--- src/design/sit_pkg.sv ---
// Shared types, widths and helpers for the segment intersection test block.
package sit_pkg;

  localparam int CW = 24;             // coordinate width
  localparam int DW = CW + 1;         // difference width
  localparam int MW = 2 * DW;         // product of two differences
  localparam int NW = MW + 1;         // sum of two products, signed
  localparam int AW = NW - 1;         // magnitude of num or den
  localparam int QW = DW;             // quotient bits kept
  localparam int PW = AW + DW;        // magnitude of num times delta
  localparam int NCELL = QW;          // divider cells

  localparam logic signed [CW-1:0] COORD_MAX = {1'b0, {(CW-1){1'b1}}};
  localparam logic signed [CW-1:0] COORD_MIN = {1'b1, {(CW-1){1'b0}}};

  typedef struct packed {
    logic signed [CW-1:0] ax1;
    logic signed [CW-1:0] ay1;
    logic signed [CW-1:0] ax2;
    logic signed [CW-1:0] ay2;
    logic signed [CW-1:0] bx1;
    logic signed [CW-1:0] by1;
    logic signed [CW-1:0] bx2;
    logic signed [CW-1:0] by2;
  } coords_t;

  typedef struct packed {
    logic          valid;
    coords_t       c;
    logic          dz;
    logic          negx;
    logic          negy;
    logic          ovfx;
    logic          ovfy;
    logic [PW-1:0] remx;
    logic [PW-1:0] remy;
    logic [PW-1:0] dsh;
    logic [QW-1:0] qx;
    logic [QW-1:0] qy;
  } div_t;

  function automatic logic signed [DW-1:0] sx(input logic signed [CW-1:0] a);
    return {a[CW-1], a};
  endfunction

endpackage

--- src/design/sit_post.sv ---
// Output stage: offset from B start, saturation, span checks and result register.
module sit_post (
  input  logic            clk,
  input  logic            rst_n,
  input  logic            en,
  input  sit_pkg::div_t   in_d,
  output logic            valid,
  output logic            hit,
  output logic            lines_cross,
  output logic [sit_pkg::CW-1:0] point_x,
  output logic [sit_pkg::CW-1:0] point_y
);
  import sit_pkg::*;

  localparam int SW = CW + 3;

  logic valid_r;
  logic hit_r, hit_nxt, cross_r, cross_nxt;
  logic signed [CW-1:0] px_r, px_nxt, py_r, py_nxt;

  function automatic logic signed [CW-1:0] place(input logic signed [CW-1:0] s,
      input logic [QW-1:0] q, input logic neg, input logic ovf);
    logic signed [SW-1:0] qs, v;
    qs = $signed(SW'(q));
    v = {{3{s[CW-1]}}, s} + (neg ? -qs : qs);
    if (ovf) return neg ? COORD_MIN : COORD_MAX;
    if (v > $signed(SW'(COORD_MAX))) return COORD_MAX;
    if (v < -$signed(SW'(COORD_MAX)) - SW'(1)) return COORD_MIN;
    return v[CW-1:0];
  endfunction

  function automatic logic span(input logic signed [CW-1:0] e1,
      input logic signed [CW-1:0] e2, input logic signed [CW-1:0] v);
    logic signed [CW-1:0] lo, hi;
    lo = (e1 < e2) ? e1 : e2;
    hi = (e1 < e2) ? e2 : e1;
    return (lo <= v) && (v <= hi);
  endfunction

  logic signed [CW-1:0] vx, vy;

  always_comb begin
    vx = place(in_d.c.bx1, in_d.qx, in_d.negx, in_d.ovfx);
    vy = place(in_d.c.by1, in_d.qy, in_d.negy, in_d.ovfy);
    cross_nxt = !in_d.dz;
    px_nxt = in_d.dz ? '0 : vx;
    py_nxt = in_d.dz ? '0 : vy;
    hit_nxt = !in_d.dz && span(in_d.c.ax1, in_d.c.ax2, vx) &&
              span(in_d.c.ay1, in_d.c.ay2, vy) &&
              span(in_d.c.bx1, in_d.c.bx2, vx) &&
              span(in_d.c.by1, in_d.c.by2, vy);
  end

  always_ff @(posedge clk) begin
    if (!rst_n) begin
      valid_r <= 1'b0;
    end else if (en) begin
      valid_r <= in_d.valid;
      hit_r <= hit_nxt;
      cross_r <= cross_nxt;
      px_r <= px_nxt;
      py_r <= py_nxt;
    end
  end

  assign valid = valid_r;
  assign hit = hit_r;
  assign lines_cross = cross_r;
  assign point_x = px_r;
  assign point_y = py_r;

endmodule

--- config.mk ---
export PLATFORM = sky130hd
export DESIGN_NAME = sit_post
export DESIGN_NICKNAME = d
export VERILOG_FILES = /design/src/design/sit_pkg.sv /design/src/design/sit_post.sv
export SDC_FILE = /design/constraint.sdc
export NUM_CORES = 1
export LEC_CHECK = 0
export ABC_AREA = 1
export BUFFER_PORTS_ARGS = -buffer_cell sky130_fd_sc_hd__buf_4
export CORE_AREA = 5 5 201 203
export CTS_CLUSTER_SIZE = 14
export DETAILED_ROUTE_END_ITERATION = 8
export DIE_AREA = 0 0 206 208
export PLACE_DENSITY = 0.65
export SLEW_MARGIN = 30
export SYNTH_ARGS = -nofsm -noshare
export SYNTH_HDL_FRONTEND = slang
export SYNTH_SLANG_ARGS = --single-unit
--- constraint.sdc ---
create_clock -name clk -period 18.2 [get_ports clk]
set_input_delay 0.91 -clock clk [delete_from_list [all_inputs] [get_ports clk]]
set_output_delay 0.91 -clock clk [all_outputs]
set_load 0.05 [all_outputs]
# Word level (Yosys, flattened, before mapping)
# Index checks and enable logic that the tools add are counted.
[totals] wordCells=71 output_inout_bits=51 regBits=51
[classes] n_mux=36 add_sub_neg=4 reduce_logical=10 order_cmp=16
[op_table] operator="2-to-1 mux 24 bit" n=22
[op_table] operator="<= comparator 24 bit" n=8
[op_table] operator="less-than comparator 24 bit" n=4
[op_table] operator="adder 27 bit" n=2
[op_table] operator="greater-than comparator 27 x 24 -> 1 bit (second input constant)" n=2
[op_table] operator="less-than comparator 27 x 24 -> 1 bit (second input constant)" n=2
[op_table] operator="2-to-1 mux 27 bit" n=2
[op_table] operator="negation 25 -> 27 bit" n=2
[op_table] operator="2-to-1 mux 1 bit" n=12
[op_table] operator="logical AND 1 bit" n=8
[op_table] operator="AND reduction 2 bit" n=1
[op_table] operator="logical NOT 1 bit" n=1

# Longest topological paths before layout
# Gate-level depths: netlist (run 1).
[logic_depth] depth_word=17 mapped_depth=45 ltp_nobuf=44

# Worst setup path before layout (run 1)
# No wires, ideal clock.
[synth_timing] path_type="input port to flip-flop" startpoint="in in_d[1] (netlist bit)" endpoint="reg hit_r (netlist: hit) (data pin)" setup_time_ps=138 path_stages=41 arrival_time_ps=6203 path_slack_ps=11859 path_buffers=1 cell_sequence="nor3_1 nand2_1 nor3_1 nand2_1 nor3_1 nand2_1 nor3_1 nand2_1 nor3_1 inv_1 nor2_1 inv_1 o41ai_1 xnor2_1 ha_1 nand2_1 nor4_1 nand3_1 (+5 left out) nand2_2 nand2_4 buf_12 nand2_2 nand2_2 inv_1 ha_1 a21oi_1 nor2_1 a2111oi_0 nand3_1 xnor2_1 a22o_1 inv_1 nand4_1 nor2_1 nand2_1 nor2_1"
[synth_via] elab_chain_cells=15
[synth_rtl] element="start: declaration" line_no="sit_post.sv:6" rtl="input sit_pkg::div_t in_d,"
[synth_rtl] element="negation 25 -> 27 bit" line_no="sit_post.sv:25" rtl="v = {{3{s[CW-1]}}, s} + (neg ? -qs : qs);"
[synth_rtl] element="2-to-1 mux 27 bit *" line_no="sit_post.sv:25"
[synth_rtl] element="adder 27 bit *" line_no="sit_post.sv:25"
[synth_rtl] element="less-than comparator 27 x 24 -> 1 bit" line_no="sit_post.sv:28" rtl="if (v < -$signed(SW'(COORD_MAX)) - SW'(1)) return COORD_MIN;"
[synth_rtl] element="2-to-1 mux 1 bit (2 in a row)" line_no="sit_post.sv:28"
[synth_rtl] element="2-to-1 mux 1 bit" line_no="sit_post.sv:27" rtl="if (v > $signed(SW'(COORD_MAX))) return COORD_MAX;"
[synth_rtl] element="2-to-1 mux 24 bit" line_no="sit_post.sv:29" rtl="return v[CW-1:0];"
[synth_rtl] element="2-to-1 mux 24 bit *" line_no="sit_post.sv:28"
[synth_rtl] element="2-to-1 mux 24 bit *" line_no="sit_post.sv:27"
[synth_rtl] element="net vy[21]" line_no="sit_post.sv:40" rtl="logic signed [CW-1:0] vx, vy;"
[synth_rtl] element="<= comparator 24 bit" line_no="sit_post.sv:37" rtl="return (lo <= v) && (v <= hi);"
[synth_rtl] element="logical AND 1 bit" line_no="sit_post.sv:37"
[synth_rtl] element="logical AND 1 bit" line_no="sit_post.sv:48" rtl="hit_nxt = !in_d.dz && span(in_d.c.ax1, in_d.c.ax2, vx) &&"
[synth_rtl] element="logical AND 1 bit" line_no="sit_post.sv:49" rtl="span(in_d.c.ay1, in_d.c.ay2, vy) &&"
[synth_rtl] element="logical AND 1 bit *" line_no="sit_post.sv:50" rtl="span(in_d.c.bx1, in_d.c.bx2, vx) &&"
[synth_rtl] element="net hit_nxt" line_no="sit_post.sv:18" rtl="logic hit_r, hit_nxt, cross_r, cross_nxt;"
[synth_rtl] element="end signal: assignment" line_no="sit_post.sv:59" rtl="hit_r <= hit_nxt;"
[synth_rtl] element="end: declaration" line_no="sit_post.sv:18"
# Mark *: on every way through the listed nets, which the timed path passes. The rest lies on a longest branch. The select of a mux whose other input is x is not followed.
# A chain may end at the register's enable or synchronous reset.

# Worst setup path after layout (run 1)
[layout_timing] startpoint="in in_d[0] (netlist bit)" endpoint="reg hit_r (netlist: hit) (data pin)"
# Same word-level chain as after synthesis.

==> out/results.tsv, run 1 <==
stage	metric	value	unit
run_status	status	finished, final reports clean	
placement	portBuffers	301	
yosys	yosys.area.top_type	ha_1	
timing	hold_viol	0	
die	dieArea	0.0428	mm2
drt	avgRoutedWirePerCell	16.6	um
clock_tree	cts_resized	0	
placement	gp_congestion	0.920	
clock_tree	cts.path.max_buffers	2	
timing	fmax	129	MHz
finish	filler_cell_count	4007	
clock_tree	cts_buffers	5	
timing	slew_headroom	0.257	
finish	layout-drive-gt1-share	0.141	
die	core_area	0.0383	mm2
global_routing	grt_overflow_total	0	
drt	wirelength	53.6	mm
die	die_width	206	um
timing	fin_skew	0	ns
power	p_total	1.16	mW
yosys	synth_warnings	0	
yosys	synth_area	0.0155	mm2
timing	period_share	0.426	
timing	setup_viol	0	
power	power_leakage	9.80	nW
drt	vias_per_cell	5.23	
global_routing	grt_max_degree	97	
timing	fin_setup_tns	0	ns
global_routing	grt_pass1_vias	15400	
yosys	synthArstFlopShare	0	
setup_path	critical-path-top-delay-family	simple AND/OR/NAND/NOR gates	
yosys	synthTopCellsByArea	ha_1 (27%), nand2_1 (14%), edfxtp_1 (9.7%), inv_1 (8.9%), o21ai_0 (8.5%)	
finish	finalInstanceArea	0.0183	mm2
yosys	yosys.cell_types.count	56	
flow_run	drv_cap	0	
placement	dpl.hpwl	48.1	mm
global_routing	grt_pass1_wl	81.6	mm
setup_path	path_max_fanout	23	
setup_path	crit_type	in -> reg	
clock_tree	cts-root-buf	clkbuf_16	
clock_tree	htree_num_levels	2	
yosys	synth_cells	2457	
clock_tree	hold_buffers	0	
yosys	synth.avg_cell_area	6.30	um2
clock_tree	post_cts.repair.setup_buffers	0	
placement	place_ws	10.18	ns
placement	dpl_cell_area	0.0182	mm2
drt	final_antenna_net_count	0	
finish	area.growth.synth_to_final	18.4	%
setup_path	cpMaxStageDelayCell	nor4_1	
global_routing	grt_use_total	0.236	
global_routing	antenna_found_initial	3	
clock_tree	cts_tree	yes	
die	start_util	0.404	
power	p_per_area	63.6	mW/mm2
die	num_rows	72	
timing	fin_ws	10.45	ns
hold_path	min_path_type	reg -> reg	
setup_path	slowest_delay	0.39	ns
setup_path	cp.required	18.29	ns
finish	final_util	0.478	
timing	final-max-slew-violation-count	0	
finish	final_cell_mix	nand2_1 (582), inv_1 (365), ha_1 (336), buf_4 (306), o21ai_0 (261)	
drt	drc_errors	0	
setup_path	startpoint_type	input pin	
timing	max_slew.worst_pin.slew	1.10	ns
finish	final_nets	3521	
power	peakVddDrop	35.8	uV
placement	dp.cells	3218	
setup_path	crit_arrival	7.84	ns
clock_tree	clock-sinks	51	
setup_path	cp-end-kind	flip-flop	
drt	drt_pass1_iterations	7	
timing	layout_min_cycle_time	7.75	ns
yosys	syn_nets	3271	
yosys	ys_seq_elements	51	
drt	drtIter0Drc	1179	
setup_path	critPathBufInv	5	
yosys	synth_top_flop_cell	edfxtp_1	
die	die_h	208	um
finish	final_common_cell	nand2_1	
yosys	synth_top_area_frac	0.272	
drt	vias	16900	
finish	final_cells	3229	
clock_tree	insertion_delay	0.29	ns
yosys	synth-edff-count	50	
clock_tree	clk_pin_slew_worst_paths	0.06	ns
timing	worst_hold_slack	0.549	ns
die	pin_count	527	
yosys	yosysSeqAreaShare	0.0984	
setup_path	path_common_cell	nand2_1	
timing	rsz0062_at_grt	false	
-- Yosys cell counts (all sizes together) (32+ instances only) --
cell / n
xnor2: 43
edfxtp: 50
a21oi: 176
nand4: 32
xor2: 53
nand3: 85
nor2: 201
o21ai: 265
inv: 366
ha: 336
nand2: 633
nor3: 33
clkbuf: 50
-- layout make-up --
cell class                      count  area (um2)  share of cell area
Clock buffer                        7         133             0.00724
Timing Repair Buffer              306        2300               0.125
Inverter                          367        1380              0.0753
Clock inverter                      1        5.00            0.000273
Multi-Input combinational cell   1976       12300               0.673
Tap cell                          518         648              0.0354
Antenna cell                        3        7.51            0.000410
Sequential cell                    51        1520              0.0831
-- worst reg2reg max path: cells and delay by family (launching register included) --
family | cells | cell delay, ns
flip-flops | 1 | 0.31
AO/OA/AOI/OAI | 2 | 0.21
-- power by group --
group | internal, mW | switching (mW)
sequential | 0.143 | 0.00331
combinational | 0.340 | 0.590
clock | 0.0508 | 0.0369
-- state kept, by name, indices dropped and copies added (netlist names) --
register and cells:
hit 1, lines_cross 1, point_x 24, point_y 24, valid 1
-- path summary, 6_finish.rpt --
path                                          from                  to  slack [ns]  cells past startpoint
worst max-delay path                       in_d[0]       hit$_DFFE_PP_       10.45                     43
worst min-delay path            valid$_SDFFE_PN0P_  valid$_SDFFE_PN0P_        0.55                      2
worst max register to register  valid$_SDFFE_PN0P_  valid$_SDFFE_PN0P_       17.57                      2
worst min register to register  valid$_SDFFE_PN0P_  valid$_SDFFE_PN0P_        0.55                      2
-- cell families after synthesis --
group                    synth area share
AND/OR/NAND/NOR                     0.273
AO/OA/AOI/OAI                       0.191
buffers and inverters               0.108
adder cells (fa/ha/maj)             0.274
XOR/XNOR                           0.0553
flip-flops                         0.0984
-- per-layer routing --
layer / routed length [um] / vias to the layer above / track usage
met4: 757 / 0 / 0.0466
met2: 20800 / 583 / 0.334
li1: - / 8707 / -
met1: 28300 / 7550 / 0.385
met3: 3760 / 36 / 0.0182
met5: 0 / - / 0
Note: power is estimated with default switching activity, not from simulation.
==> run 2, diff against run 1 <==
--- a/config.mk
+++ b/config.mk
@@ -7,11 +7,11 @@
 export LEC_CHECK = 0
 export ABC_AREA = 1
 export BUFFER_PORTS_ARGS = -buffer_cell sky130_fd_sc_hd__buf_4
-export CORE_AREA = 5 5 201 203
+export CORE_AREA = 5 5 203 205
 export CTS_CLUSTER_SIZE = 14
 export DETAILED_ROUTE_END_ITERATION = 8
-export DIE_AREA = 0 0 206 208
-export PLACE_DENSITY = 0.65
+export DIE_AREA = 0 0 208 210
+export PLACE_DENSITY = 0.66
 export SLEW_MARGIN = 30
 export SYNTH_ARGS = -nofsm -noshare
 export SYNTH_HDL_FRONTEND = slang
==> constraint.sdc (replaced) <==
create_clock -name clk -period 7.05 [get_ports clk]
set_input_delay 0.3525 -clock clk [delete_from_list [all_inputs] [get_ports clk]]
set_output_delay 0.3525 -clock clk [all_outputs]
set_load 0.05 [all_outputs]
==> run 2 against run 1 <==
Effect of this change: clock power rose to 3.0 times the previous value; worst hold slack worse by 0.28 ns; critical path depth down 3; setup slack worse by 9.9 ns; wire length up 1.4%; global-route usage down 0.45 points; first-iteration DRC count up 3.9%; register-to-register slack worse by 11 ns; sequential power rose to 2.6 times the previous value; clock-buffer cell count down 1; combinational power rose to 2.7 times the previous value; total power rose to 2.7 times the previous value; largest power group unchanged; highest routed layer is now met5.
==> out/results.tsv, run 2 (same netlist as run 1, synthesis figures left out) <==
stage	metric	value	unit	change
global_routing	grt_overflow_total	0		unchanged
power	p_per_area	167	mW/mm2	+160%
setup_path	path_common_cell	nand2_1		
power	peakVddDrop	98.3	uV	+170%
timing	max_slew.worst_pin.slew	0.798	ns	-0.305 ns
hold_path	min_path_type	in -> reg		
power	power_leakage	10.1	nW	+3.0%
setup_path	path_max_fanout	14		-39%
clock_tree	htree_num_levels	2		unchanged
setup_path	cpMaxStageDelayCell	ha_1		
global_routing	grt_pass1_wl	82.4	mm	+0.96%
finish	final_nets	3575		+1.5%
die	pin_count	527		unchanged
timing	final-max-slew-violation-count	0		unchanged
placement	dp.cells	3276		+1.8%
timing	slew_headroom	0.468		+0.211
placement	gp_congestion	0.896		-2.5%
setup_path	r2r_setup_slack	6.40	ns	-11.17 ns
drt	drt_pass1_iterations	5		-2
clock_tree	cts.path.max_buffers	2		unchanged
setup_path	cp-end-kind	flip-flop		
hold_path	min_from	en		
finish	layout-drive-gt1-share	0.163		+0.0219
drt	vias	17100		+1.3%
global_routing	grt_pass1_vias	15500		+0.45%
global_routing	grt_max_degree	97		unchanged
die	num_rows	73		+1.4%
finish	final_cells	3287		+1.8%
drt	final_antenna_net_count	0		unchanged
setup_path	crit_arrival	6.57	ns	-1.27 ns
timing	hold_viol	0		unchanged
timing	fin_skew	0	ns	unchanged
drt	wirelength	54.4	mm	+1.4%
run_status	status	finished, final reports clean		
die	start_util	0.394		-0.0102
clock_tree	insertion_delay	0.29	ns	about the same
clock_tree	cts_buffers	5		unchanged
drt	avgRoutedWirePerCell	16.5	um	-0.40%
die	die_h	210	um	+0.96%
finish	final_common_cell	nand2_1		
hold_path	min_to	valid$_SDFFE_PN0P_		
setup_path	reg2reg_from	valid$_SDFFE_PN0P_		
global_routing	grt_use_total	0.232		-0.00453
power	p_total	3.14	mW	+170%
clock_tree	clk_pin_slew_worst_paths	0.06	ns	about the same
timing	fmax	155	MHz	
drt	drc_errors	0		unchanged
global_routing	antenna_found_initial	4		+1
setup_path	timing.rr.end	valid$_SDFFE_PN0P_		
hold_path	holdPathStages	2		unchanged
clock_tree	cts_tree	yes		
setup_path	startpoint_type	input pin		
drt	vias_per_cell	5.20		-0.47%
timing	layout_min_cycle_time	6.45	ns	
placement	portBuffers	301		unchanged
timing	worst_hold_slack	0.271	ns	-0.278 ns
timing	setup_viol	0		unchanged
setup_path	crit_type	in -> reg		
placement	dpl.hpwl	48.7	mm	+1.2%
clock_tree	cts-root-buf	clkbuf_16		
setup_path	cp.required	7.17	ns	-11.12 ns
setup_path	reg2regPathDepth	2		unchanged
finish	area.growth.synth_to_final	21.8	%	
die	core_area	0.0393	mm2	+2.6%
clock_tree	clock-sinks	51		unchanged
finish	final_cell_mix	nand2_1 (581), inv_1 (365), buf_4 (359), ha_1 (336), o21ai_0 (257)		
die	dieArea	0.0437	mm2	+1.9%
die	die_width	208	um	+0.97%
timing	period_share	0.914		
setup_path	slowest_delay	0.32	ns	-0.07 ns
drt	drtIter0Drc	1225		+3.9%
flow_run	drv_cap	0		unchanged
run 2: cell types whose count changed in the layout (fill, tap and decap cells not counted), moves of 2 or more:
cell	delta
buf_4	+53
o21ai_1	+4
o21ai_0	-4
nor3_2	+7
diode_2	-2
nor3_1	-7
run 2: per-layer routing:
metal	track usage	vias up	routed length [um]
li1	-	8817	-
met1	0.367	7690	28400
met2	0.343	553	21800
met3	0.0280	33	3700
met4	0.0313	6	522
met5	0	-	47
run 2: layout make-up:
type | count | area [um2]
sequential | 51 | 1520
multi-input combinational | 1976 | 12400
antenna | 1 | 2.50
fill | 4121 | 20400
clock buffer | 6 | 129
inverter | 367 | 1380
timing repair buffer | 360 | 2720
clock inverter | 1 | 30.0
tap | 525 | 657
run 2: metrics by stage:
stage	setup slack, ns	TNS [ns]	utilization	cell area [um2]
global route	-0.0708	-0.0708	0.480	18800
global placement	0.0281	0	0.473	18600
finish	0.603	0	0.480	18800
floorplan	1.27	0	-	15500
CTS	0.229	0	0.477	18700
detailed placement	-0.0460	-0.0460	0.473	18600
run 2: report_power, final:
part	internal (mW)	switching, mW	leakage, nW	total [mW]
clock network	0.166	0.101	0.0769	0.267
logic	0.951	1.54	9.57	2.49
registers	0.369	0.00805	0.448	0.377
run 2: repair_timing:
item / in CTS / in global routing
hold endpoints to repair: 0 / 0
gates resized for setup: 0 / 22
endpoints found under the setup margin: 0 / 1
hold buffers: 0 / 0
setup buffers: 0 / 3
run 2: how the worst max path moves through the flow:
| stage | startpoint | to | slack, ns | depth (start not counted) |
|---|---|---|---|---|
| detailed placement | in_d[1] | hit$_DFFE_PP_ | -0.05 | 43 |
| global route | in_d[1] | hit$_DFFE_PP_ | -0.07 | 42 |
| global placement | in_d[1] | hit$_DFFE_PP_ | 0.03 | 42 |
| finish | in_d[27] | hit$_DFFE_PP_ | 0.60 | 40 |
| floorplan | in_d[1] | hit$_DFFE_PP_ | 1.27 | 41 |
| CTS | in_d[1] | hit$_DFFE_PP_ | 0.23 | 43 |
run 2: worst max-delay path: cells and delay by family:
family / cells / cell delay [ns]
and+or+nand+nor: 23 / 2.99
AOI/OAI and AO/OA: 9 / 1.70
xor gates and xnor gates: 1 / 0.19
buffers and inverters: 5 / 0.71
adders and majority gates: 2 / 0.62
