File: config.mk
export PLATFORM = sky130hd
export DESIGN_NAME = sit_div_cell
export DESIGN_NICKNAME = d
export VERILOG_FILES = /design/src/design/sit_pkg.sv /design/src/design/sit_div_cell.sv
export SDC_FILE = /design/constraint.sdc
export NUM_CORES = 1
export LEC_CHECK = 0
export ABC_CLOCK_PERIOD_IN_PS = 13950
export BUFFER_PORTS_ARGS = -buffer_cell sky130_fd_sc_hd__buf_4
export CAP_MARGIN = 20
export CORE_AREA = 8 8 368 370
export CTS_BUF_LIST = sky130_fd_sc_hd__clkbuf_4 sky130_fd_sc_hd__clkbuf_8 sky130_fd_sc_hd__clkbuf_16
export CTS_CLUSTER_DIAMETER = 120
export CTS_CLUSTER_SIZE = 24
export DETAILED_ROUTE_END_ITERATION = 10
export DIE_AREA = 0 0 376 378
export HOLD_SLACK_MARGIN = 0.06
export PLACE_DENSITY = 0.48
export SLEW_MARGIN = 20
export SYNTH_ARGS = -nofsm -noshare
export SYNTH_HDL_FRONTEND = slang
export SYNTH_SLANG_ARGS = --single-unit
File: constraint.sdc
create_clock -name clk -period 13.95 [get_ports clk]
set_input_delay 2.79 -clock clk [delete_from_list [all_inputs] [get_ports clk]]
set_output_delay 2.79 -clock clk [all_outputs]
set_load 0.05 [all_outputs]
File: src/design/sit_pkg.sv
// Shared types, widths and helpers for the segment intersection test block.
package sit_pkg;

  localparam int CW = 24;             // coordinate width
  localparam int DW = CW + 1;         // difference width
  localparam int MW = 2 * DW;         // product of two differences
  localparam int NW = MW + 1;         // sum of two products, signed
  localparam int AW = NW - 1;         // magnitude of num or den
  localparam int QW = DW;             // quotient bits kept
  localparam int PW = AW + DW;        // magnitude of num times delta
  localparam int NCELL = QW;          // divider cells

  localparam logic signed [CW-1:0] COORD_MAX = {1'b0, {(CW-1){1'b1}}};
  localparam logic signed [CW-1:0] COORD_MIN = {1'b1, {(CW-1){1'b0}}};

  typedef struct packed {
    logic signed [CW-1:0] ax1;
    logic signed [CW-1:0] ay1;
    logic signed [CW-1:0] ax2;
    logic signed [CW-1:0] ay2;
    logic signed [CW-1:0] bx1;
    logic signed [CW-1:0] by1;
    logic signed [CW-1:0] bx2;
    logic signed [CW-1:0] by2;
  } coords_t;

  typedef struct packed {
    logic          valid;
    coords_t       c;
    logic          dz;
    logic          negx;
    logic          negy;
    logic          ovfx;
    logic          ovfy;
    logic [PW-1:0] remx;
    logic [PW-1:0] remy;
    logic [PW-1:0] dsh;
    logic [QW-1:0] qx;
    logic [QW-1:0] qy;
  } div_t;

  function automatic logic signed [DW-1:0] sx(input logic signed [CW-1:0] a);
    return {a[CW-1], a};
  endfunction

endpackage

File: src/design/sit_div_cell.sv
// One restoring-division cell: resolves one quotient bit for both axes.
module sit_div_cell (
  input  logic          clk,
  input  logic          rst_n,
  input  logic          en,
  input  sit_pkg::div_t in_d,
  output sit_pkg::div_t out_d
);
  import sit_pkg::*;

  div_t d_r, d_nxt;
  logic bx, by;

  always_comb begin
    d_nxt = in_d;
    bx = (in_d.remx >= in_d.dsh);
    by = (in_d.remy >= in_d.dsh);
    d_nxt.remx = bx ? in_d.remx - in_d.dsh : in_d.remx;
    d_nxt.remy = by ? in_d.remy - in_d.dsh : in_d.remy;
    d_nxt.qx = {in_d.qx[QW-2:0], bx};
    d_nxt.qy = {in_d.qy[QW-2:0], by};
    d_nxt.dsh = in_d.dsh >> 1;
  end

  always_ff @(posedge clk) begin
    if (!rst_n) begin
      d_r.valid <= 1'b0;
    end else if (en) begin
      d_r <= d_nxt;
    end
  end

  assign out_d = d_r;

endmodule

==> Word-level counts from Yosys, hierarchy flattened <==
Index checks and enable logic that the tools add are counted.
{ "classes": {"n_addsub": 2, "n_lt_le_gt_ge": 2, "n_mux": 2, "n_reduce_logical": 1} }
{ "op_table": {"columns": ["operator", "n"], "rows": [
  ["$ge A75 B75 Y1", 2],
  ["$mux W75", 2],
  ["$sub A75 B75 Y75", 2],
  ["$reduce_and A2 Y1", 1]
]} }
{ "totals": {"ff_bits": 472, "inputBits": 476, "elab_cells": 26} }

==> Depth between registers and ports, before layout <==
Gate-level depths: netlist (run 1).
{ "depth": {"word_depth": 2, "depth_mapped": 17, "ltp_nobuf": 15} }

==> Worst setup path after synthesis (run 1) <==
OpenSTA, ideal clock, no wires.
{ "synth_path": {"path_type": "input -> register", "from": "in en", "to": "reg d_r (netlist bit out_d[0]) (enable)", "setup_time_ns": 0.894, "arrival_time_ns": 13.368, "required_time_ns": 13.056, "setup_slack_ns": -0.311, "cell_stages": 1, "cell_sequence": "and2_1"} }
{ "synth_via": {"elab_chain_len": 1} }
{ "synth_lines": {"columns": ["element", "line", "source"], "rows": [
  ["start: declaration", "sit_div_cell.sv:5", "input logic en,"],
  ["$reduce_and A2 Y1 (no line)", null, null],
  ["end signal: assignment", "sit_div_cell.sv:29", "d_r <= d_nxt;"],
  ["end: declaration", "sit_div_cell.sv:11", "div_t d_r, d_nxt;"]
]} }
Every way passes these cells.
A chain may end at the register's enable or synchronous reset.

==> summary.md, run 1 <==
| Metric | Value |
|---|---|
| EDFF count, synth | `471` |
| H-tree Lvls | `1` |
| Compound-gate portion of the synthesized area | `0.154` |
| Comb power frac | `0.333` |
| DRT Pass-1 Iters | `5` |
| TritonCTS Buffers | `30` |
| Sequential-to-total area share from yosys stat | `0.560` |
| Seq pwr share | `0.419` |
| Seq cells post-synth | `472` |
| Clock power share | `0.248` |
| 1st-iter DRT viols | `1320` |
| I/O pin count | `949` |
| CTS tree | `done` |
| Pwr Density | `117 nW/µm²` |
| Core ar. | `130000 µm²` |
| Syn Nets | `2824` |
| Required @ worst endpoint | `14.26 ns` |
| CTS Root Cell | `clkbuf_16` |
| Grt ovf | `0` |
| Main synth FF type | `edfxtp_1` |
| Flop-to-flop setup slack | `13.35 ns` |
| Post-synth cell types | `75` |
| Worst skew pair latency | `0.65 ns` |
| Post-Syn Area per Cell | `11.5 µm²` |
| Largest net degree at the start of global routing | `81` |
| Post-synth top area cell | `edfxtp_1` |
| Synth top area cells | `edfxtp_1 56%, ha_1 7.4%, a21oi_1 3.8%` |
| I/O Buffers | `945` |
| Ys async rst share | `0` |
| Fmax | `0.133 GHz` |
| Max reg flops | `472` |
| Yosys warns | `0` |
| Crit path launch type | `input port` |
| Max cap viols | `0` |
| Routed WL per cell | `29.1 µm` |
| Hold Fails Final Rpt | `0` |
| Main combinational cell family by area after synthesis | `compound AO/OA/AOI/OAI gates` |
| Sw Share | `0.376` |
| Routability cong. | `0.891` |
| Max-slew headroom | `0.282` |
| Fill count | `13.9k` |
| VDD IR max | `102 µV` |
| Post-DP HPWL | `121000 µm` |
| # setup viols final | `0` |
| Post-Synth Adder-Cell Area | `0.0758` |
| Worst Tran Pin Value | `1.08 ns` |
| Vias in the first global route | `21.5k` |
| Post-Syn Instances | `2196` |
| Detail Route Antenna Nets | `0` |
| First-pass GRT wire length | `187000 µm` |
| Total Routing Usage GR | `0.187` |
| Fin worst setup slack | `6.45 ns` |
| Mux share of post-synthesis cell area | `0.0292` |
| CP Max Fanout | `43` |
| Final Cycle Share | `0.538` |
| Clock transition at path regs | `0.10 ns` |
| Setup Total Neg Slack | `0 ns` |
| Hold_buf cts | `0` |
| Pleak | `14.5 nW` |
| Post-Synth XOR/XNOR Area | `0.0485` |
| Top cell type's share of synthesized area | `0.559` |
| Vias post-DR | `21.7k` |
| Vias/cell | `4.45` |
| P_sw | `1.55 mW` |
| Critical Path AT | `7.81 ns` |
| Area delta synth->final | `39.8%` |
| Min-Delay Path Class | `flop to flop` |
| Setup crit end kind | `flop` |
| Most common cell in the netlist | `edfxtp_1` |
| Starting Density | `0.194` |
| Drt total wl | `142000 µm` |
| DRC viols | `0` |
| Die width | `376 µm` |
| Initial antenna violation count | `44` |
| Simple-gate share of the synthesized area | `0.0978` |
| Row count | `133` |
| Unrepaired setup endpoints after global routing | `false` |
| Die height | `378 µm` |
| Post-CTS Setup Repair Bufs | `0` |
| Post-CTS resize count | `0` |
| Pre-CTS setup slack | `5.65 ns` |
| Die area | `142000 µm²` |
| Commonest cells post-synth | `471 x edfxtp_1, 191 x a21oi_1, 183 x nand2_1` |
| Share of layout cells above drive strength 1 | `0.351` |
| Final #Nets | `3715` |
| Pins Over Slew Limit | `0` |
| Total Power | `4.14 mW` |
| Status | `complete, no violations` |
| Setup Skew | `0 ns` |
| Longest Clk Path Bufs | `3` |
| Tmin final | `7.50 ns` |
| Internal Pwr Total | `2.58 mW` |
| Setup CP Type | `input port to flop` |
| CTS Sinks | `472` |
| Post-synthesis cell area | `25300 µm²` |
## power groups by stage
| stage | clock network (mW) | logic, mW | registers (mW) |
|---|---|---|---|
| 6_report | 1.03 | 1.38 | 1.73 |
| 5_1_grt | 1.11 | 1.46 | 1.74 |
| 4_1_cts | 1.08 | 1.40 | 1.73 |
| 3_5_place_dp | 0 | 1.39 | 1.76 |
| 3_3_place_gp | 0 | 1.39 | 1.76 |
| 2_1_floorplan | 0 | 0.469 | 2.15 |
## final timing paths
| path | depth (start not counted) | startpoint | to |
|---|---|---|---|
| hold reg to reg | 2 | out_d[472] | out_d[472] |
| setup reg to reg | 2 | out_d[472] | out_d[472] |
| setup / recovery | 17 | in_d[54] | out_d[144] |
| hold / removal | 2 | out_d[472] | out_d[472] |
## layout make-up
type / instances / area (µm²) / share of cell area
multi-input combinational: 1501 / 10300 / 0.291
inverter: 118 / 443 / 0.0125
clock inverter: 13 / 209 / 0.00591
sequential: 472 / 14200 / 0.401
antenna: 15 / 37.5 / 0.00106
tap: 1755 / 2200 / 0.0621
timing repair buffer: 964 / 7240 / 0.205
clock buffer: 32 / 783 / 0.0222
## worst max-delay path, stage by stage
cell       delay [ns]
buf_4            0.09
inv_1            0.06
ha_1             0.37
a21o_1           0.21
a31o_2           0.27
o21ai_1          0.21
nand3b_1         0.15
a21oi_1          0.42
a211oi_1         0.33
o21ai_0          0.28
o211ai_1         0.14
buf_4            0.19
o2111ai_2        0.18
buf_4            0.36
and2_4           0.69
buf_4            0.57
o21ai_0          0.40
## kinds of logic after synthesis
| family | Yosys count |
|---|---|
| and+or+nand+nor | 515 |
| muxes | 66 |
| other | 1 |
| DFF | 472 |
| AOI/OAI and AO/OA | 627 |
| adders and majority gates | 152 |
| xor gates and xnor gates | 140 |
| buffers and inverters | 223 |
## routing by layer
metal  part of all wire  wire length [µm]  vias up  global-route usage
met5             0.0015               210        -                   0
met4              0.021              3000       34              0.0373
met3              0.078             11100      129              0.0545
met2               0.53             74300      782               0.353
met1               0.37             53000    10700               0.209
li1                   -                 -     9990                   -
## stage by stage
stage / cells / area (µm²) / hold WS [ns] / util
after floorplan: 2196 / 25300 / 0.743 / -
final: 4870 / 35400 / 0.538 / 0.272
after CTS: 4855 / 35300 / 0.549 / 0.271
after global placement: 4810 / 34300 / 0.502 / 0.264
after detailed placement: 4810 / 34300 / 0.523 / 0.264
after global routing: 4856 / 35300 / 0.610 / 0.271
## cells in the final DEF, fill, tap and decap left out, types with 60 or more instances in the layout
cell type and n:
a21o_1 95, nor2_1 101, o21ai_0 114, a21oi_1 191, xnor2_1 92, edfxtp_1 471
nand2_1 183, buf_4 964, ha_1 150, inv_1 117, mux2_2 60
No activity file was read; power rests on OpenSTA's default activity.
==> inputs of run 2 (changes only) <==
--- a/config.mk
+++ b/config.mk
@@ -5,17 +5,17 @@
 export SDC_FILE = /design/constraint.sdc
 export NUM_CORES = 1
 export LEC_CHECK = 0
-export ABC_CLOCK_PERIOD_IN_PS = 13950
+export ABC_CLOCK_PERIOD_IN_PS = 7300
 export BUFFER_PORTS_ARGS = -buffer_cell sky130_fd_sc_hd__buf_4
 export CAP_MARGIN = 20
-export CORE_AREA = 8 8 368 370
+export CORE_AREA = 8 8 367 369
 export CTS_BUF_LIST = sky130_fd_sc_hd__clkbuf_4 sky130_fd_sc_hd__clkbuf_8 sky130_fd_sc_hd__clkbuf_16
 export CTS_CLUSTER_DIAMETER = 120
 export CTS_CLUSTER_SIZE = 24
 export DETAILED_ROUTE_END_ITERATION = 10
-export DIE_AREA = 0 0 376 378
+export DIE_AREA = 0 0 375 377
 export HOLD_SLACK_MARGIN = 0.06
-export PLACE_DENSITY = 0.48
+export PLACE_DENSITY = 0.47
 export SLEW_MARGIN = 20
 export SYNTH_ARGS = -nofsm -noshare
 export SYNTH_HDL_FRONTEND = slang
==> constraint.sdc (replaced) <==
create_clock -name clk -period 7.3 [get_ports clk]
set_input_delay 1.46 -clock clk [delete_from_list [all_inputs] [get_ports clk]]
set_output_delay 1.46 -clock clk [all_outputs]
set_load 0.05 [all_outputs]
==> run 2 against run 1 <==
Clock-buffer cell count is 1 lower. First-iteration DRC count is 2.5% higher. Highest routed layer unchanged. Non-clock buffer count is 4 higher. Setup slack worse by 4.5 ns. Wire length is 0.20% lower. Clock skew stayed put. Largest power group unchanged. Design area hardly changed. Final cell count is 1.6% lower.
==> summary.md, run 2 (synthesis gave the netlist of run 1 again) <==
| Metric | Value |
|---|---|
| Min-Delay Path Class | `flop to flop` |
| Largest net degree at the start of global routing | `130 (+60%)` |
| Vias/cell | `4.49 (+0.89%)` |
| Fmax | `0.187 GHz` |
| Vias in the first global route | `21.8k (+1.1%)` |
| Post-CTS resize count | `0 (unchanged)` |
| Post-CTS Setup Repair Bufs | `0 (unchanged)` |
| Total Power | `7.98 mW (+93%)` |
| Setup crit end kind | `flop` |
| Reg2reg start | `out_d[472]` |
| Post-DP HPWL | `120000 µm (-0.44%)` |
| Share of layout cells above drive strength 1 | `0.352 (+0.000932)` |
| Worst Setup SP | `in_d[54]` |
| Unrepaired setup endpoints after global routing | `false` |
| Setup Total Neg Slack | `0 ns (unchanged)` |
| Drt total wl | `141000 µm (-0.20%)` |
| Die width | `375 µm (-0.27%)` |
| Max reg flops | `472 (unchanged)` |
| Max cap viols | `0 (unchanged)` |
| I/O pin count | `949 (unchanged)` |
| Total Routing Usage GR | `0.188 (+0.000871)` |
| Pleak | `14.6 nW (+0.42%)` |
| Routed WL per cell | `29.5 µm (+1.4%)` |
| H-tree Lvls | `1 (unchanged)` |
| Final Cycle Share | `0.731` |
| DRT Pass-1 Iters | `5 (unchanged)` |
| Worst skew pair latency | `0.66 ns (about the same)` |
| CTS Root Cell | `clkbuf_16` |
| Detail Route Antenna Nets | `0 (unchanged)` |
| Crit path launch type | `input port` |
| Die height | `377 µm (-0.26%)` |
| Vias post-DR | `21.5k (-0.73%)` |
| Starting Density | `0.197 (+0.00223)` |
| VDD IR max | `184 µV (+80%)` |
| CTS Sinks | `472 (unchanged)` |
| CTS tree | `done` |
| Area of the multi-input gates | `10300 µm² (unchanged)` |
| I/O Buffers | `945 (unchanged)` |
| Most frequent cells in the layout | `964 x buf_4, 471 x edfxtp_1, 191 x a21oi_1` |
| Required @ worst endpoint | `7.71 ns (-6.55 ns)` |
| Routability cong. | `0.873 (-2.0%)` |
| Tmin final | `5.34 ns` |
| Hold_buf cts | `0 (unchanged)` |
| Clock transition at path regs | `0.09 ns (about the same)` |
| Area delta synth->final | `39.9% (about the same)` |
| Longest Clk Path Bufs | `3 (unchanged)` |
| Most common cell after layout, fill and taps aside | `buf_4` |
| # setup viols final | `0 (unchanged)` |
| Start point of the worst hold path | `out_d[472]` |
| Critical Path AT | `5.75 ns (-2.06 ns)` |
| Worst Tran Pin Value | `1.05 ns (-0.0262 ns)` |
| FF+latch area | `14200 µm² (unchanged)` |
| Initial antenna violation count | `36 (-18%)` |
| Grt ovf | `0 (unchanged)` |
| Setup Skew | `0 ns (unchanged)` |
| DRC viols | `0 (unchanged)` |
| CP Max Fanout | `51 (+19%)` |
| Pwr Density | `226 nW/µm² (+93%)` |
| Pins Over Slew Limit | `0 (unchanged)` |
| TritonCTS Buffers | `31 (+3.3%)` |
| Setup CP Type | `input port to flop` |
| Final #Nets | `3720 (+0.13%)` |
| 1st-iter DRT viols | `1353 (+2.5%)` |
| Core ar. | `129000 µm² (-1.1%)` |
| Status | `complete, no violations` |
| Hold Fails Final Rpt | `0 (unchanged)` |
| Fill count | `13.7k (-1.7%)` |
| Max-slew headroom | `0.300 (+0.0175)` |
| Die area | `141000 µm² (-0.53%)` |
| First-pass GRT wire length | `187000 µm (+0.19%)` |
| Row count | `132 (-0.75%)` |
| Fin util | `0.275 (+0.00325)` |
run 2: through the flow:
step                std cells  cell area [µm²]  setup WS [ns]  hold WS, ns
floorplan                2196            25300           2.13        0.743
global route             4781            35300           1.69        0.583
detailed placement       4734            34300           1.21        0.514
finish                   4792            35400           1.96        0.537
global placement         4734            34300           1.23        0.499
CTS                      4781            35300           1.95        0.542
run 2: worst paths after layout:
| check | end | slack [ns] | depth (start not counted) |
|---|---|---|---|
| max | out_d[146] | 1.96 | 18 |
| min | out_d[472] | 0.54 | 2 |
| max reg2reg | out_d[472] | 6.70 | 2 |
| min reg2reg | out_d[472] | 0.54 | 2 |
run 2: power by group:
part	switching, mW	leakage [nW]	total [mW]	internal, mW
sequential	0.0633	4.42	3.31	3.25
combinational	1.77	9.68	2.64	0.868
clock	1.16	0.506	2.03	0.869
total	3.00	14.6	7.98	4.98
run 2: metal layers:
| layer | vias to the layer above | share of wire | global-route usage |
|---|---|---|---|
| met1 | 10600 | 0.38 | 0.210 |
| li1 | 10000 | - | - |
| met4 | 32 | 0.021 | 0.0372 |
| met3 | 115 | 0.070 | 0.0541 |
| met5 | - | 0.0014 | 0 |
| met2 | 698 | 0.53 | 0.354 |
run 2: cell type report:
| type | count | area share |
|---|---|---|
| clock inverter | 16 | 0.00746 |
| antenna | 11 | 0.000778 |
| clock buffer | 31 | 0.0219 |
| timing repair buffer | 968 | 0.207 |
| inverter | 118 | 0.0125 |
| multi-input combinational | 1501 | 0.291 |
| sequential | 472 | 0.400 |
| tap | 1675 | 0.0592 |
run 2: worst max-delay path, cell delays in order:
cell and delay (ns):
buf_4 0.08, inv_1 0.06, ha_1 0.37, a21o_1 0.22, a31o_2 0.27, o21ai_1 0.20, nand3b_1 0.15, a21oi_1 0.17
buf_4 0.17, a211oi_1 0.07, buf_4 0.16, o21ai_0 0.20, o211ai_1 0.14, buf_4 0.19, o2111ai_2 0.21, and2_4 0.67
buf_4 0.51, mux2_2 0.39
==> inputs of run 3 (changes only) <==
--- a/config.mk
+++ b/config.mk
@@ -5,17 +5,17 @@
 export SDC_FILE = /design/constraint.sdc
 export NUM_CORES = 1
 export LEC_CHECK = 0
-export ABC_CLOCK_PERIOD_IN_PS = 7300
+export ABC_CLOCK_PERIOD_IN_PS = 4700
 export BUFFER_PORTS_ARGS = -buffer_cell sky130_fd_sc_hd__buf_4
 export CAP_MARGIN = 20
-export CORE_AREA = 8 8 367 369
+export CORE_AREA = 8 8 368 370
 export CTS_BUF_LIST = sky130_fd_sc_hd__clkbuf_4 sky130_fd_sc_hd__clkbuf_8 sky130_fd_sc_hd__clkbuf_16
 export CTS_CLUSTER_DIAMETER = 120
 export CTS_CLUSTER_SIZE = 24
 export DETAILED_ROUTE_END_ITERATION = 10
-export DIE_AREA = 0 0 375 377
+export DIE_AREA = 0 0 376 378
 export HOLD_SLACK_MARGIN = 0.06
-export PLACE_DENSITY = 0.47
+export PLACE_DENSITY = 0.48
 export SLEW_MARGIN = 20
 export SYNTH_ARGS = -nofsm -noshare
 export SYNTH_HDL_FRONTEND = slang
==> constraint.sdc (replaced) <==
create_clock -name clk -period 4.7 [get_ports clk]
set_input_delay 0.94 -clock clk [delete_from_list [all_inputs] [get_ports clk]]
set_output_delay 0.94 -clock clk [all_outputs]
set_load 0.05 [all_outputs]
==> run 3 against run 2 <==
Final cell count is 6.3% higher. Largest cell class unchanged. Hold slack worse by 0.087 ns. First-iteration DRC count is 1.7% lower. Sequential power is 55% higher. Highest routed layer unchanged. Total power is 58% higher. Critical endpoint is now out_d[193]. Non-clock buffer count is 217 higher. Clock power is 54% higher.
==> summary.md, run 3 (synthesis gave the netlist of run 1 again) <==
| Metric | Value |
|---|---|
| H-tree Lvls | `1 (unchanged)` |
| P_sw | `4.66 mW (+55%)` |
| Worst skew pair latency | `0.63 ns (-0.03 ns)` |
| Pleak | `15.7 nW (+7.3%)` |
| Worst Tran Pin Value | `0.793 ns (-0.257 ns)` |
| Detail Route Antenna Nets | `0 (unchanged)` |
| CP Max Fanout | `3 (-94%)` |
| Slowest stage delay, CP | `0.43 ns (-0.24 ns)` |
| Vias/cell | `4.39 (-2.1%)` |
| Setup Skew | `0 ns (unchanged)` |
| Top sig layer | `met5` |
| Pins Over Slew Limit | `0 (unchanged)` |
| CTS Root Cell | `clkbuf_16` |
| Crit path launch type | `input port` |
| Max reg flops | `472 (unchanged)` |
| Routability cong. | `0.878 (+0.58%)` |
| Required @ worst endpoint | `5.12 ns (-2.59 ns)` |
| Comb power frac | `0.346 (+0.015)` |
| Die height | `378 µm (+0.27%)` |
| Drt total wl | `144000 µm (+2.2%)` |
| Critical path cell sequence | `buf_4, inv_1, ha_1, inv_1, fa_1, a21o_1, a221oi_1, buf_4, nor4b_1, o311ai_1, buf_4, a31oi_1, nor2_1, buf_4, o31ai_1, buf_4, o31ai_1, buf_4, o21bai_1, xnor2_1, mux2_2` |
| Max-slew headroom | `0.471 (+0.171)` |
| TritonCTS Buffers | `30 (-3.2%)` |
| # setup viols final | `0 (unchanged)` |
| Unrepaired setup endpoints after global routing | `false` |
| Post-route non-filler standard cell count | `5092 (+6.3%)` |
| I/O Buffers | `945 (unchanged)` |
| CTS Sinks | `472 (unchanged)` |
| I/O pin count | `949 (unchanged)` |
| Final Cycle Share | `0.953` |
| Core ar. | `130000 µm² (+1.1%)` |
| Fmax | `0.223 GHz` |
| Vias in the first global route | `22.5k (+3.2%)` |
| Die area | `142000 µm² (+0.53%)` |
| Starting Density | `0.194 (-0.00223)` |
| Clock transition at path regs | `0.10 ns (about the same)` |
| Post-CTS Setup Repair Bufs | `0 (unchanged)` |
| Area delta synth->final | `47.1%` |
| First-pass GRT wire length | `190000 µm (+1.8%)` |
| Min-Delay Path Class | `input port to flop` |
| Hold_buf cts | `0 (unchanged)` |
| Post-DP HPWL | `124000 µm (+2.9%)` |
| Initial antenna violation count | `55 (+53%)` |
| Seq pwr share | `0.407 (-0.008)` |
| Die width | `376 µm (+0.27%)` |
| Met3 Wirelength | `11500 µm (+16%)` |
| Vias post-DR | `22.4k (+4.0%)` |
| Critical path's top delay family | `compound AO/OA/AOI/OAI gates` |
| Most common cell after layout, fill and taps aside | `buf_4` |
| CTS tree | `done` |
| Hold Fails Final Rpt | `0 (unchanged)` |
| Setup CP Type | `input port to flop` |
| Total Power | `12.6 mW (+58%)` |
| Slowest cell on crit path | `o311ai_1` |
| Total Routing Usage GR | `0.191 (+0.00306)` |
| Status | `complete, no violations` |
| Largest net degree at the start of global routing | `98 (-25%)` |
| Final #Nets | `3936 (+5.8%)` |
| VDD IR max | `285 µV (+55%)` |
| Cell repeated most along the worst path | `buf_4` |
| Max cap viols | `0 (unchanged)` |
| Setup crit end kind | `flop` |
| Pwr Density | `340 nW/µm² (+51%)` |
| Clock power share | `0.248 (-0.006)` |
| 1st-iter DRT viols | `1330 (-1.7%)` |
| Routed WL per cell | `28.4 µm (-3.8%)` |
| Met1 wire length | `53300 µm (-0.97%)` |
| Wire length on met2 | `75600 µm (+1.5%)` |
| DRC viols | `0 (unchanged)` |
| Sw Share | `0.369 (-0.00695)` |
| Most frequent cells in the layout | `1173 x buf_4, 471 x edfxtp_1, 191 x a21oi_1` |
| Grt ovf | `0 (unchanged)` |
| Critical Path AT | `4.89 ns (-0.86 ns)` |
| Tmin final | `4.48 ns` |
| DRT Pass-1 Iters | `5 (unchanged)` |
| Worst Hold Slack | `0.449 ns (-0.0872 ns)` |
| Post-CTS resize count | `0 (unchanged)` |
| Share of layout cells above drive strength 1 | `0.394 (+0.0425)` |
| Row count | `133 (+0.76%)` |
| Longest Clk Path Bufs | `3 (unchanged)` |
| Worst path bufs/invs | `8 (+2)` |
| Post-placement cell count | `5031 (+6.3%)` |
| Internal Pwr Total | `7.98 mW (+60%)` |
run 3: metal layers:
layer  vias to the layer above  GRT usage
met5                         -          0
met4                        50     0.0442
met3                       157     0.0619
met2                       764      0.361
met1                     10900      0.207
li1                      10400          -
run 3: power groups by stage:
stage	clock (mW)	combinational, mW	sequential (mW)
3_5_place_dp	0	4.41	5.23
4_1_cts	3.29	4.43	5.14
6_report	3.13	4.37	5.14
2_1_floorplan	0	1.39	6.37
5_1_grt	3.38	4.63	5.17
3_3_place_gp	0	4.41	5.23
run 3: through the flow:
stage | setup WS (ns) | utilization | instance area [µm²] | TNS [ns]
final | 0.221 | 0.286 | 37200 | 0
after CTS | 0.260 | 0.286 | 37200 | 0
after global placement | -0.450 | 0.278 | 36100 | -16.77
after global routing | 0.151 | 0.286 | 37200 | 0
after floorplan | 0.0512 | - | 25300 | 0
after detailed placement | -0.445 | 0.278 | 36100 | -18.53
run 3: final timing paths:
kind / startpoint / endpoint / slack [ns] / cells after the start
setup / recovery: in_d[125] / out_d[193] / 0.22 / 21
hold / removal: in_d[351] / out_d[351] / 0.45 / 1
setup reg to reg: out_d[472] / out_d[472] / 4.11 / 2
hold reg to reg: out_d[472] / out_d[472] / 0.53 / 2
run 3: final cells by class:
type	instances	area (µm²)
fill	13800	92900
sequential	472	14200
multi-input combinational	1501	10300
timing repair buffer	1185	9050
tap	1755	2200
clock buffer	31	776
inverter	118	443
clock inverter	17	269
antenna	13	32.5
run 3: worst register-to-register path, delay by kind of cell, from the launching register on:
kind             cells  cell delay [ns]
muxes                1             0.12
and+or+nand+nor      1             0.06
DFF                  1             0.32
